## src/rtl/tga_pkg.sv

```systemverilog
// ----------------------------------------------------------------------------
// tga_pkg
// Shared types, register indexes and the pixel depth decode used by the
// run-length pixel decoder.
// ----------------------------------------------------------------------------
package tga_pkg;

    // configuration register indexes
    localparam logic [1:0] CFG_DEPTH  = 2'd0;
    localparam logic [1:0] CFG_WIDTH  = 2'd1;
    localparam logic [1:0] CFG_HEIGHT = 2'd2;

    // depth codes
    localparam logic [7:0] DEPTH_8  = 8'd8;
    localparam logic [7:0] DEPTH_16 = 8'd16;
    localparam logic [7:0] DEPTH_24 = 8'd24;
    localparam logic [7:0] DEPTH_32 = 8'd32;

    localparam logic [7:0] DEPTH_RESET = DEPTH_32;

    // one decoded result
    typedef struct packed {
        logic        overrun;
        logic        image_last;
        logic [7:0]  repeat_count;
        logic [31:0] pixel_value;
    } tga_result_t;

    // bytes per pixel for a depth code, unknown codes give four
    function automatic logic [2:0] bytes_per_pixel(input logic [7:0] depth);
        logic [2:0] bpp;
        case (depth)
            DEPTH_8:  bpp = 3'd1;
            DEPTH_16: bpp = 3'd2;
            DEPTH_24: bpp = 3'd3;
            DEPTH_32: bpp = 3'd4;
            default:  bpp = 3'd4;
        endcase
        return bpp;
    endfunction

endpackage

```

## src/rtl/tga_front.sv

```systemverilog
// ----------------------------------------------------------------------------
// tga_front
// Accepts coded bytes, parses packet headers, assembles pixels and keeps the
// image pixel account; pushes finished results into the queue.
// ----------------------------------------------------------------------------
module tga_front (
    input  logic                 clk,
    input  logic                 rst_n,
    input  logic                 s_tvalid,
    output logic                 s_tready,
    input  logic [7:0]           s_tdata,     // data_byte
    input  logic                 s_tuser,     // frame_start
    input  logic                 cfg_valid,
    output logic                 cfg_ready,
    input  logic [1:0]           cfg_index,
    input  logic [15:0]          cfg_data,
    input  logic                 queue_full,
    output logic                 res_valid,
    output tga_pkg::tga_result_t res
);
    import tga_pkg::*;

    logic [7:0]  depth_reg,  depth_next;
    logic [15:0] width_reg,  width_next;
    logic [15:0] height_reg, height_next;
    logic [31:0] total_reg,  total_next;
    logic        settle_reg, settle_next;

    logic        awaiting_reg, awaiting_next;
    logic        run_reg,      run_next;
    logic [7:0]  left_reg,     left_next;
    logic [1:0]  bidx_reg,     bidx_next;
    logic [31:0] asm_reg,      asm_next;
    logic [31:0] done_reg,     done_next;
    logic [31:0] rem_reg,      rem_next;
    logic        complete_reg, complete_next;
    logic        ended_reg,    ended_next;

    logic [15:0] mul_a, mul_b;
    logic        accept;

    // state as seen by this beat, after an optional frame clear
    logic        awaiting_e, run_e, ended_e;
    logic [7:0]  left_e;
    logic [1:0]  bidx_e;
    logic [31:0] asm_e, done_e, rem_e;

    logic [31:0] asm_new;
    logic [2:0]  idx;
    logic [7:0]  cnt0, cnt, left_dec;
    logic [31:0] rem_after;
    logic [32:0] diff;

    assign cfg_ready = 1'b1;
    assign accept    = s_tvalid && s_tready;
    assign s_tready  = !settle_reg && !queue_full;

    // config writes; the product is refreshed from the new value directly
    always_comb
    begin
        depth_next  = depth_reg;
        width_next  = width_reg;
        height_next = height_reg;
        mul_a       = width_reg;
        mul_b       = height_reg;
        settle_next = 1'b0;
        if (cfg_valid)
        begin
            case (cfg_index)
                CFG_DEPTH:
                begin
                    depth_next = cfg_data[7:0];
                end
                CFG_WIDTH:
                begin
                    width_next  = cfg_data;
                    mul_a       = cfg_data;
                    settle_next = 1'b1;
                end
                CFG_HEIGHT:
                begin
                    height_next = cfg_data;
                    mul_b       = cfg_data;
                    settle_next = 1'b1;
                end
                default:
                begin
                end
            endcase
        end
        total_next = 32'(mul_a) * 32'(mul_b);
    end

    always_comb
    begin
        awaiting_e = s_tuser ? 1'b1 : awaiting_reg;
        run_e      = s_tuser ? 1'b0 : run_reg;
        left_e     = s_tuser ? 8'd0 : left_reg;
        bidx_e     = s_tuser ? 2'd0 : bidx_reg;
        asm_e      = s_tuser ? 32'd0 : asm_reg;
        done_e     = s_tuser ? 32'd0 : done_reg;
        rem_e      = s_tuser ? total_reg : rem_reg;
        ended_e    = s_tuser ? (total_reg == 32'd0) : ended_reg;

        asm_new = asm_e;
        asm_new[{bidx_e, 3'b000} +: 8] = asm_e[{bidx_e, 3'b000} +: 8] | s_tdata;
        idx      = {1'b0, bidx_e} + 3'd1;
        left_dec = left_e - 8'd1;

        cnt0 = run_e ? left_e : 8'd1;
        if (cnt0 == 8'd0)
        begin
            cnt0 = 8'd1;
        end
        cnt = cnt0;
        if ({24'd0, cnt0} > rem_e)
        begin
            cnt = rem_e[7:0];
        end
        rem_after = rem_e - {24'd0, cnt};

        diff = {1'b0, total_reg} - {1'b0, done_reg};

        awaiting_next = awaiting_reg;
        run_next      = run_reg;
        left_next     = left_reg;
        bidx_next     = bidx_reg;
        asm_next      = asm_reg;
        done_next     = done_reg;
        rem_next      = rem_reg;
        complete_next = complete_reg;
        ended_next    = ended_reg;

        res_valid        = 1'b0;
        res.pixel_value  = asm_new;
        res.repeat_count = cnt;
        res.image_last   = (rem_after == 32'd0);
        res.overrun      = ({24'd0, left_e} > rem_e);

        if (settle_reg)
        begin
            // image size changed: rebuild the account from the pixel count
            rem_next   = diff[31:0];
            ended_next = complete_reg || diff[32] || (diff[31:0] == 32'd0);
        end
        else if (accept)
        begin
            awaiting_next = awaiting_e;
            run_next      = run_e;
            left_next     = left_e;
            bidx_next     = bidx_e;
            asm_next      = asm_e;
            done_next     = done_e;
            rem_next      = rem_e;
            complete_next = s_tuser ? 1'b0 : complete_reg;
            ended_next    = ended_e;
            if (!ended_e)
            begin
                if (awaiting_e)
                begin
                    run_next      = s_tdata[7];
                    left_next     = {1'b0, s_tdata[6:0]} + 8'd1;
                    bidx_next     = 2'd0;
                    asm_next      = 32'd0;
                    awaiting_next = 1'b0;
                end
                else if (idx < bytes_per_pixel(depth_reg))
                begin
                    bidx_next = idx[1:0];
                    asm_next  = asm_new;
                end
                else
                begin
                    res_valid     = 1'b1;
                    bidx_next     = 2'd0;
                    asm_next      = 32'd0;
                    left_next     = run_e ? 8'd0 : left_dec;
                    awaiting_next = run_e || (left_dec == 8'd0);
                    done_next     = done_e + {24'd0, cnt};
                    rem_next      = rem_after;
                    if (rem_after == 32'd0)
                    begin
                        complete_next = 1'b1;
                        ended_next    = 1'b1;
                    end
                end
            end
        end
    end

    always_ff @(posedge clk or negedge rst_n)
    begin
        if (!rst_n)
        begin
            depth_reg    <= DEPTH_RESET;
            width_reg    <= 16'd0;
            height_reg   <= 16'd0;
            total_reg    <= 32'd0;
            settle_reg   <= 1'b0;
            awaiting_reg <= 1'b1;
            run_reg      <= 1'b0;
            left_reg     <= 8'd0;
            bidx_reg     <= 2'd0;
            asm_reg      <= 32'd0;
            done_reg     <= 32'd0;
            rem_reg      <= 32'd0;
            complete_reg <= 1'b0;
            ended_reg    <= 1'b1;
        end
        else
        begin
            depth_reg    <= depth_next;
            width_reg    <= width_next;
            height_reg   <= height_next;
            total_reg    <= total_next;
            settle_reg   <= settle_next;
            awaiting_reg <= awaiting_next;
            run_reg      <= run_next;
            left_reg     <= left_next;
            bidx_reg     <= bidx_next;
            asm_reg      <= asm_next;
            done_reg     <= done_next;
            rem_reg      <= rem_next;
            complete_reg <= complete_next;
            ended_reg    <= ended_next;
        end
    end

endmodule

```

## src/rtl/tga_queue.sv

```systemverilog
// ----------------------------------------------------------------------------
// tga_queue
// Small register queue between the byte parser and the output stage.
// ----------------------------------------------------------------------------
module tga_queue #(
    parameter int WIDTH = 42,
    parameter int DEPTH = 4
) (
    input  logic             clk,
    input  logic             rst_n,
    input  logic             push,
    input  logic [WIDTH-1:0] push_data,
    output logic             full,
    input  logic             pop,
    output logic [WIDTH-1:0] pop_data,
    output logic             empty
);
    localparam int PW = (DEPTH > 1) ? $clog2(DEPTH) : 1;
    localparam int CW = $clog2(DEPTH + 1);

    logic [WIDTH-1:0] slot_reg [DEPTH];
    logic [PW-1:0]    wr_ptr_reg, wr_ptr_next;
    logic [PW-1:0]    rd_ptr_reg, rd_ptr_next;
    logic [CW-1:0]    count_reg,  count_next;
    logic             do_push, do_pop;

    assign full     = (count_reg == CW'(DEPTH));
    assign empty    = (count_reg == '0);
    assign do_push  = push && !full;
    assign do_pop   = pop && !empty;
    assign pop_data = slot_reg[rd_ptr_reg];

    always_comb
    begin
        wr_ptr_next = wr_ptr_reg;
        rd_ptr_next = rd_ptr_reg;
        if (do_push)
        begin
            wr_ptr_next = (wr_ptr_reg == PW'(DEPTH - 1)) ? '0 : wr_ptr_reg + PW'(1);
        end
        if (do_pop)
        begin
            rd_ptr_next = (rd_ptr_reg == PW'(DEPTH - 1)) ? '0 : rd_ptr_reg + PW'(1);
        end
        count_next = count_reg + CW'(do_push) - CW'(do_pop);
    end

    always_ff @(posedge clk or negedge rst_n)
    begin
        if (!rst_n)
        begin
            wr_ptr_reg <= '0;
            rd_ptr_reg <= '0;
            count_reg  <= '0;
        end
        else
        begin
            wr_ptr_reg <= wr_ptr_next;
            rd_ptr_reg <= rd_ptr_next;
            count_reg  <= count_next;
        end
    end

    always_ff @(posedge clk)
    begin
        if (do_push)
        begin
            slot_reg[wr_ptr_reg] <= push_data;
        end
    end

endmodule

```

## src/rtl/tga_back.sv

```systemverilog
// ----------------------------------------------------------------------------
// tga_back
// Output stage: takes results from the queue and holds each beat on the
// master side until it is taken.
// ----------------------------------------------------------------------------
module tga_back (
    input  logic                 clk,
    input  logic                 rst_n,
    input  logic                 empty,
    input  tga_pkg::tga_result_t head,
    output logic                 pop,
    output logic                 m_tvalid,
    input  logic                 m_tready,
    output logic [39:0]          m_tdata,   // pixel_value, repeat_count
    output logic                 m_tlast,   // image_last
    output logic                 m_tuser    // overrun
);
    import tga_pkg::*;

    logic        valid_reg, valid_next;
    tga_result_t out_reg;

    assign pop        = !empty && (!valid_reg || m_tready);
    assign valid_next = pop || (valid_reg && !m_tready);

    assign m_tvalid = valid_reg;
    assign m_tdata  = {out_reg.repeat_count, out_reg.pixel_value};
    assign m_tlast  = out_reg.image_last;
    assign m_tuser  = out_reg.overrun;

    always_ff @(posedge clk or negedge rst_n)
    begin
        if (!rst_n)
        begin
            valid_reg <= 1'b0;
        end
        else
        begin
            valid_reg <= valid_next;
        end
    end

    always_ff @(posedge clk)
    begin
        if (pop)
        begin
            out_reg <= head;
        end
    end

endmodule

```

## src/rtl/targa_rle_pixel_decoder.sv

```systemverilog
// ----------------------------------------------------------------------------
// targa_rle_pixel_decoder
// Run-length pixel decoder: one coded byte per beat in, one pixel with its
// repeat count per beat out.
// ----------------------------------------------------------------------------
// a byte that completes a pixel goes into the queue, then the output register
// throughput: 1 byte per cycle while the queue has room, set by the parser
// state update; a write to image_width or image_height holds s_tready low
// while the remaining pixel count is rebuilt
// reset: packet state and pixel count clear, depth_bits 32, size 0, queue empty
module targa_rle_pixel_decoder #(
    parameter int QUEUE_DEPTH = 4
) (
    input  logic        clk,
    input  logic        rst_n,
    input  logic        s_tvalid,
    output logic        s_tready,
    input  logic [7:0]  s_tdata,    // data_byte
    input  logic        s_tuser,    // frame_start
    output logic        m_tvalid,
    input  logic        m_tready,
    output logic [39:0] m_tdata,    // pixel_value, repeat_count
    output logic        m_tlast,    // image_last
    output logic        m_tuser,    // overrun
    input  logic        cfg_valid,
    output logic        cfg_ready,
    input  logic [1:0]  cfg_index,
    input  logic [15:0] cfg_data
);
    import tga_pkg::*;

    localparam int RW = $bits(tga_result_t);

    tga_result_t   res, head;
    logic          res_valid, queue_full, queue_empty, pop;
    logic [RW-1:0] head_bits;

    tga_front u_front (
        .clk        (clk),
        .rst_n      (rst_n),
        .s_tvalid   (s_tvalid),
        .s_tready   (s_tready),
        .s_tdata    (s_tdata),
        .s_tuser    (s_tuser),
        .cfg_valid  (cfg_valid),
        .cfg_ready  (cfg_ready),
        .cfg_index  (cfg_index),
        .cfg_data   (cfg_data),
        .queue_full (queue_full),
        .res_valid  (res_valid),
        .res        (res)
    );

    tga_queue #(
        .WIDTH (RW),
        .DEPTH (QUEUE_DEPTH)
    ) u_queue (
        .clk       (clk),
        .rst_n     (rst_n),
        .push      (res_valid),
        .push_data (res),
        .full      (queue_full),
        .pop       (pop),
        .pop_data  (head_bits),
        .empty     (queue_empty)
    );

    assign head = tga_result_t'(head_bits);

    tga_back u_back (
        .clk      (clk),
        .rst_n    (rst_n),
        .empty    (queue_empty),
        .head     (head),
        .pop      (pop),
        .m_tvalid (m_tvalid),
        .m_tready (m_tready),
        .m_tdata  (m_tdata),
        .m_tlast  (m_tlast),
        .m_tuser  (m_tuser)
    );

endmodule

```

## config.mk

```make
export PLATFORM = sky130hd
export DESIGN_NAME = targa_rle_pixel_decoder
export DESIGN_NICKNAME = d
export VERILOG_FILES = /design/src/rtl/tga_pkg.sv /design/src/rtl/tga_front.sv /design/src/rtl/tga_queue.sv /design/src/rtl/tga_back.sv /design/src/rtl/targa_rle_pixel_decoder.sv
export SDC_FILE = /design/constraint.sdc
export NUM_CORES = 1
export LEC_CHECK = 0
export BUFFER_PORTS_ARGS = -buffer_cell sky130_fd_sc_hd__buf_2
export CORE_UTILIZATION = 40
export CTS_BUF_LIST = sky130_fd_sc_hd__clkbuf_16
export DETAILED_ROUTE_END_ITERATION = 10
export GPL_ROUTABILITY_DRIVEN = 0
export GPL_TIMING_DRIVEN = 0
export SETUP_SLACK_MARGIN = 0.15
export SKIP_CTS_REPAIR_TIMING = 1
export SYNTH_ARGS = -nofsm -noshare
export SYNTH_HDL_FRONTEND = slang
export SYNTH_HIERARCHICAL = 1
export SYNTH_SLANG_ARGS = --single-unit
```

## constraint.sdc

```tcl
create_clock -name clk -period 6.2 [get_ports clk]
set_clock_uncertainty 0.1 [all_clocks]
set_input_delay 0.93 -clock clk [delete_from_list [all_inputs] [get_ports clk]]
set_output_delay 0.93 -clock clk [all_outputs]
set_load 0.005 [all_outputs]
```

# Yosys cells after proc, flatten, opt, wreduce, memory -nomap -nowiden
# Memory sizes are Yosys's and may differ from the RTL's. A register that Yosys moved wholly into a read port is not among the register bits.
# Cells that the tools add are included.
dict set report classes {
  bitwise 2
  n_eq_ne 8
  shift 3
  mul 1
  n_mux 66
  reduce_logical 27
  magnitude_cmp 3
  add_sub_neg 11
}
# op count
set op_table {}
lappend op_table {{$mux W32} 14}
lappend op_table {{$logic_not A32 Y1} 3}
lappend op_table {{$gt A8 B32 Y1} 2}
lappend op_table {{$mux W16} 4}
lappend op_table {{$mux W8} 8}
lappend op_table {{$sub A32 B32 Y33} 1}
lappend op_table {{$add A32 B8 Y32} 1}
lappend op_table {{$bwmux W32} 1}
lappend op_table {{$mul A16 B16 Y32} 1}
lappend op_table {{$shift A8 B7 Y32 const A} 1}
lappend op_table {{$shiftx A32 B6 Y8} 1}
lappend op_table {{$shiftx A8 B7 Y32} 1}
lappend op_table {{$sub A32 B8 Y32} 1}
lappend op_table {{$mux W1} 28}
lappend op_table {{$eq A8 B5 Y1 const B} 2}
lappend op_table {{$logic_not A8 Y1} 2}
lappend op_table {{$mux W2} 6}
lappend op_table {{$mux W3} 4}
lappend op_table {{$pmux W3 S3} 1}
lappend op_table {{$add A7 B1 Y8 const B} 1}
lappend op_table {{$eq A8 B4 Y1 const B} 1}
lappend op_table {{$or A8 B8 Y8} 1}
lappend op_table {{$sub A8 B1 Y8 const B} 1}
lappend op_table {{$neg A5 Y7} 1}
lappend op_table {{17 further kinds} 34}
dict set report word_totals {
  ramBits 168
  ff_bits 191
  output_inout_bits 45
  n_memories 1
  wordCells 140
}
# name words width rd rd_ports_with_merged_regs wr line
set mem_list {}
lappend mem_list {u_queue.slot_reg 4 42 1 1 1 tga_queue.sv:21} ;# logic [WIDTH-1:0] slot_reg [DEPTH];

# Longest topological paths before layout
dict set report depth {
  word_depth 15
  mapped_depth 29
}

# By module
# The synthesis kept the hierarchy.
# mod seq_area_each_um2 area_each_um2 cells_per_inst n_inst
set modules_own_cells {}
lappend modules_own_cells {tga_front 4583.1 20987.6 2385 1}
lappend modules_own_cells {tga_queue 5220.0 6563.8 259 1}
lappend modules_own_cells {tga_back 1286.2 1311.3 47 1}

# Least setup slack after synthesis
# Ideal clock, no wire load.
dict set report synth_path {
  path_kind {input -> register}
  start {in cfg_index[1]}
  end {reg u_front.total_reg[30]}
  path_stages 26
  t_arrival_ns 7.932
  n_path_buf 1
  slack_ns -1.960
  cell_sequence {inv_1 > ha_1 > nand2_1 > clkbuf_1 > mux2i_1 > clkinv_1 > nand2_1 > fa_1 > inv_1 > fa_1 > fa_1 > inv_1 > fa_1 > inv_1 > fa_1 > fa_1 > ha_1 > a41oi_1 > o21ai_0 > a21o_1 > a2111oi_0 > a21oi_1 > a2111o_1 > a21oi_1 > o21bai_1 > xor2_1}
}
dict set report synth_via {
  elab_chain_len 4
  word_cells_on_any_way 7
  cone_classes {1 x mul; 2 x eq/ne; 4 x mux}
}
# element line
set synth_rtl {}
lappend synth_rtl {{start: declaration} targa_rle_pixel_decoder.sv:27} ;# input logic [1:0] cfg_index,
lappend synth_rtl {{$eq A2 B1 Y1} tga_front.sv:69} ;# case (cfg_index)
lappend synth_rtl {{$mux W16} tga_front.sv:69}
lappend synth_rtl {{$mux W16} tga_front.sv:67} ;# if (cfg_valid)
lappend synth_rtl {{named net u_front.mul_a[3]} tga_front.sv:39} ;# logic [15:0] mul_a, mul_b;
lappend synth_rtl {{$mul A16 B16 Y32} tga_front.sv:91} ;# total_next = 32'(mul_a) * 32'(mul_b);
lappend synth_rtl {{named net u_front.total_next[30]} tga_front.sv:26} ;# logic [31:0] total_reg, total_next;
lappend synth_rtl {{end signal: assignment} tga_front.sv:215} ;# total_reg <= total_next;
lappend synth_rtl {{end: declaration} tga_front.sv:26}
# The timed path passes the listed nets, and every way through them passes these cells.
# A chain may end at the register's enable or synchronous reset.

# Worst setup path after layout
dict set report layout_path {
  start {in cfg_index[1]}
  end {reg u_front.total_reg[30]}
}
dict set report layout_via {
  elab_chain_len 4
  word_cells_on_any_way 7
  cone_classes {1 x mul; 2 x eq/ne; 4 x mux}
}
# element line
set layout_rtl {}
lappend layout_rtl {{$eq A2 B1 Y1 or $eq A2 B2 Y1 (tied branches)} tga_front.sv:69}
lappend layout_rtl {{$mux W16} tga_front.sv:69}
lappend layout_rtl {{$mux W16} tga_front.sv:67}
lappend layout_rtl {{$mul A16 B16 Y32 *} tga_front.sv:91}
lappend layout_rtl {{named net u_front.total_next[30]} tga_front.sv:26}
# The timed path passes the listed nets; every way through them passes the cells marked *.

==> flow_metrics.env <==
export IMPL_rsz0062_at_grt="yes"
export IMPL_drv_slew=0
export IMPL_worst_setup_path_type="input port to register"
export IMPL_cts_root_buf="clkbuf_16"
export IMPL_tightest_slew_ns=0.978
export IMPL_clk_pin_slew_ns=0.06
export IMPL_clk_latency_ns=0.61
export IMPL_synth_area_um2=28900
export IMPL_synth_edf_count=210
export IMPL_hold_viol=0
export IMPL_end_kind="register"
export IMPL_coreArea_um2=71500
export IMPL_area_growth_pct=22.1
export IMPL_nNetsFinal=3388
export IMPL_drt_total_wl_um=84600
export IMPL_critPathLaunchType="input port"
export IMPL_io_pins=77
export IMPL_post_route_period_util_pct=115
export IMPL_layout_common_cells="316 x inv_1, 267 x nand2_1, 210 x edfxtp_1"
export IMPL_cts_sinks=401
export IMPL_ys_types=95
export IMPL_grt_overflow=0
export IMPL_place_hpwl_um=62200
export IMPL_drc_errors=0
export IMPL_antenna_found_initial=1
export IMPL_min_path_type="input port to async pin"
export IMPL_cp_arrival_ns=7.53
export IMPL_first_pass_iters=7
export IMPL_crit_slowest_cell="fa_2"
export IMPL_postRouteAntennaNets=0
export IMPL_num_rows=98
export IMPL_cp_required_ns=6.58
export IMPL_r2r_end="u_front/total_reg[30]"
export IMPL_synth_fp_nets=3109
export IMPL_ys_seq_area_share_pct=38.4
export IMPL_syn_inst=2691
export IMPL_numCtsBuffers=46
export IMPL_dr_total_vias=22200
export IMPL_htreeDepth=2
export IMPL_timing_hold_ws_ns=0.234
export IMPL_min_period_ns=7.15
export IMPL_clockBufferDepth=3
export IMPL_yosys_area_top_type="edfxtp_1"
export IMPL_die_width_um=271
export IMPL_crit_top_cell="fa_1"
export IMPL_ff2ff_path_depth=23
export IMPL_yosys_register_bits=401
export IMPL_synth_area_per_cell_um2=10.7
export IMPL_crit_path_max_fanout=5
export IMPL_endpoint="u_front/total_reg[30]"
export IMPL_drtIter0Drc=2170
export IMPL_synth_async_reset_ratio_pct=47.6
export IMPL_dieArea_um2=73200
export IMPL_largest_register_ffs=168
export IMPL_critPathMaxStageDelay_ns=0.54
export IMPL_viasPerCell=5.60
export IMPL_fmax_ghz=0.140
export IMPL_grt_usage_pct=22.4
export IMPL_yosys_warnings=6
export IMPL_io_buffers=75
export IMPL_slew_headroom_pct=34.8
export IMPL_synth_main_ff_cell="edfxtp_1"
export IMPL_synth_area_leaders="edfxtp_1 22%, dfrtp_1 16%, fa_1 14%"
export IMPL_timing_reg2reg_setup_slack_ns=-0.37
export IMPL_setup_violations=18
export IMPL_r2r_start="u_front/width_reg[4]"
export IMPL_crit_start="cfg_index[1]"
export IMPL_maxCapViolCount=0
export IMPL_final_common_cell="inv_1"
export IMPL_drive_gt1_share_pct=22.1
export IMPL_violations="setup timing"
export IMPL_wl_per_cell_um=21.4
export IMPL_grt_max_degree=115
export IMPL_synth_top_area_share_pct=21.8
export IMPL_cts_tree="yes"
export IMPL_setup_slack_ns=-0.946
export IMPL_grt_pass1_vias=21900
export IMPL_outcome="finished, violations left"
export IMPL_die_h_um=271
export IMPL_grt_pass1_wl_um=127000
export IMPL_start_util_pct=40.4
synthesized netlist by cell type (40+ instances only):
cell type	n
inv_1	341
edfxtp_1	210
nor3_1	44
nand2_1	292
o21ai_0	115
fa_1	198
nand3_1	40
dfrtp_1	188
nor2_1	213
ha_1	188
xnor2_1	75
a21oi_1	91
mux2i_1	63
mux4_2	46
clkbuf_1	51
stage by stage:
stage               setup slack (ns)  setup TNS (ns)  instances  utilization (%)  cell area (um^2)
detailed placement             -2.12          -74.16       3722             44.0             31500
CTS                            -1.49          -28.74       3808             46.1             32900
global route                   -1.13          -13.61       3959             49.3             35300
global placement               -2.05         -242.33       3716             43.8             31300
floorplan                     -0.854           -7.26       2691                -             29700
finish                        -0.946          -10.36       3961             49.3             35300
logic make-up after synthesis:
kind of cell	after synthesis	synth area share [%]
AO/OA/AOI/OAI	460	10.8
adder cells (fa/ha/maj)	386	21.9
flip-flops	401	38.4
multiplexers	136	7.04
XOR/XNOR	114	3.46
buffers and inverters	432	6.13
other	1	0.0130
AND/OR/NAND/NOR	761	12.3
per-layer routing:
metal	vias to the layer above	track usage [%]	part of all wire (%)	wire (um)
met2	908	36.8	48	40700
met4	0	8.80	3.8	3200
met5	-	0	0	0
li1	9922	-	-	-
met3	196	3.35	7.5	6370
met1	11200	29.7	41	34300
cell type report:
class | instances | area (um^2)
Timing Repair Buffer | 231 | 1990
Antenna cell | 3 | 7.51
Multi-Input combinational cell | 1858 | 17300
Fill cell | 6274 | 36200
Buffer | 84 | 832
Clock inverter | 40 | 347
Clock buffer | 46 | 1150
Sequential cell | 401 | 11100
Tap cell | 950 | 1190
Inverter | 348 | 1360
worst max-delay path: cells and delay by family:
family | cells | cell delay (ns)
AO/OA/AOI/OAI | 8 | 1.71
adder cells (fa/ha/maj) | 8 | 3.36
multiplexers | 1 | 0.23
AND/OR/NAND/NOR | 2 | 0.15
XOR/XNOR | 1 | 0.15
buffers and inverters | 11 | 0.98
worst min path at each step:
stage	from	end	slack (ns)	depth (start not counted)
4_1_cts	rst_n	u_front/done_reg[24]	0.25	1
5_1_grt	rst_n	u_front/done_reg[24]	0.27	1
6_report	rst_n	u_front/done_reg[24]	0.23	1
3_3_place_gp	u_front/left_reg[4]	u_front/left_reg[4]	0.36	2
3_5_place_dp	u_front/done_reg[5]	u_front/done_reg[5]	0.38	2
2_1_floorplan	u_front/left_reg[4]	u_front/left_reg[4]	0.34	2
Power is left out: the tool's default activity adds up to more than one toggle a clock period on the data nets, which glitch-free logic cannot reach.
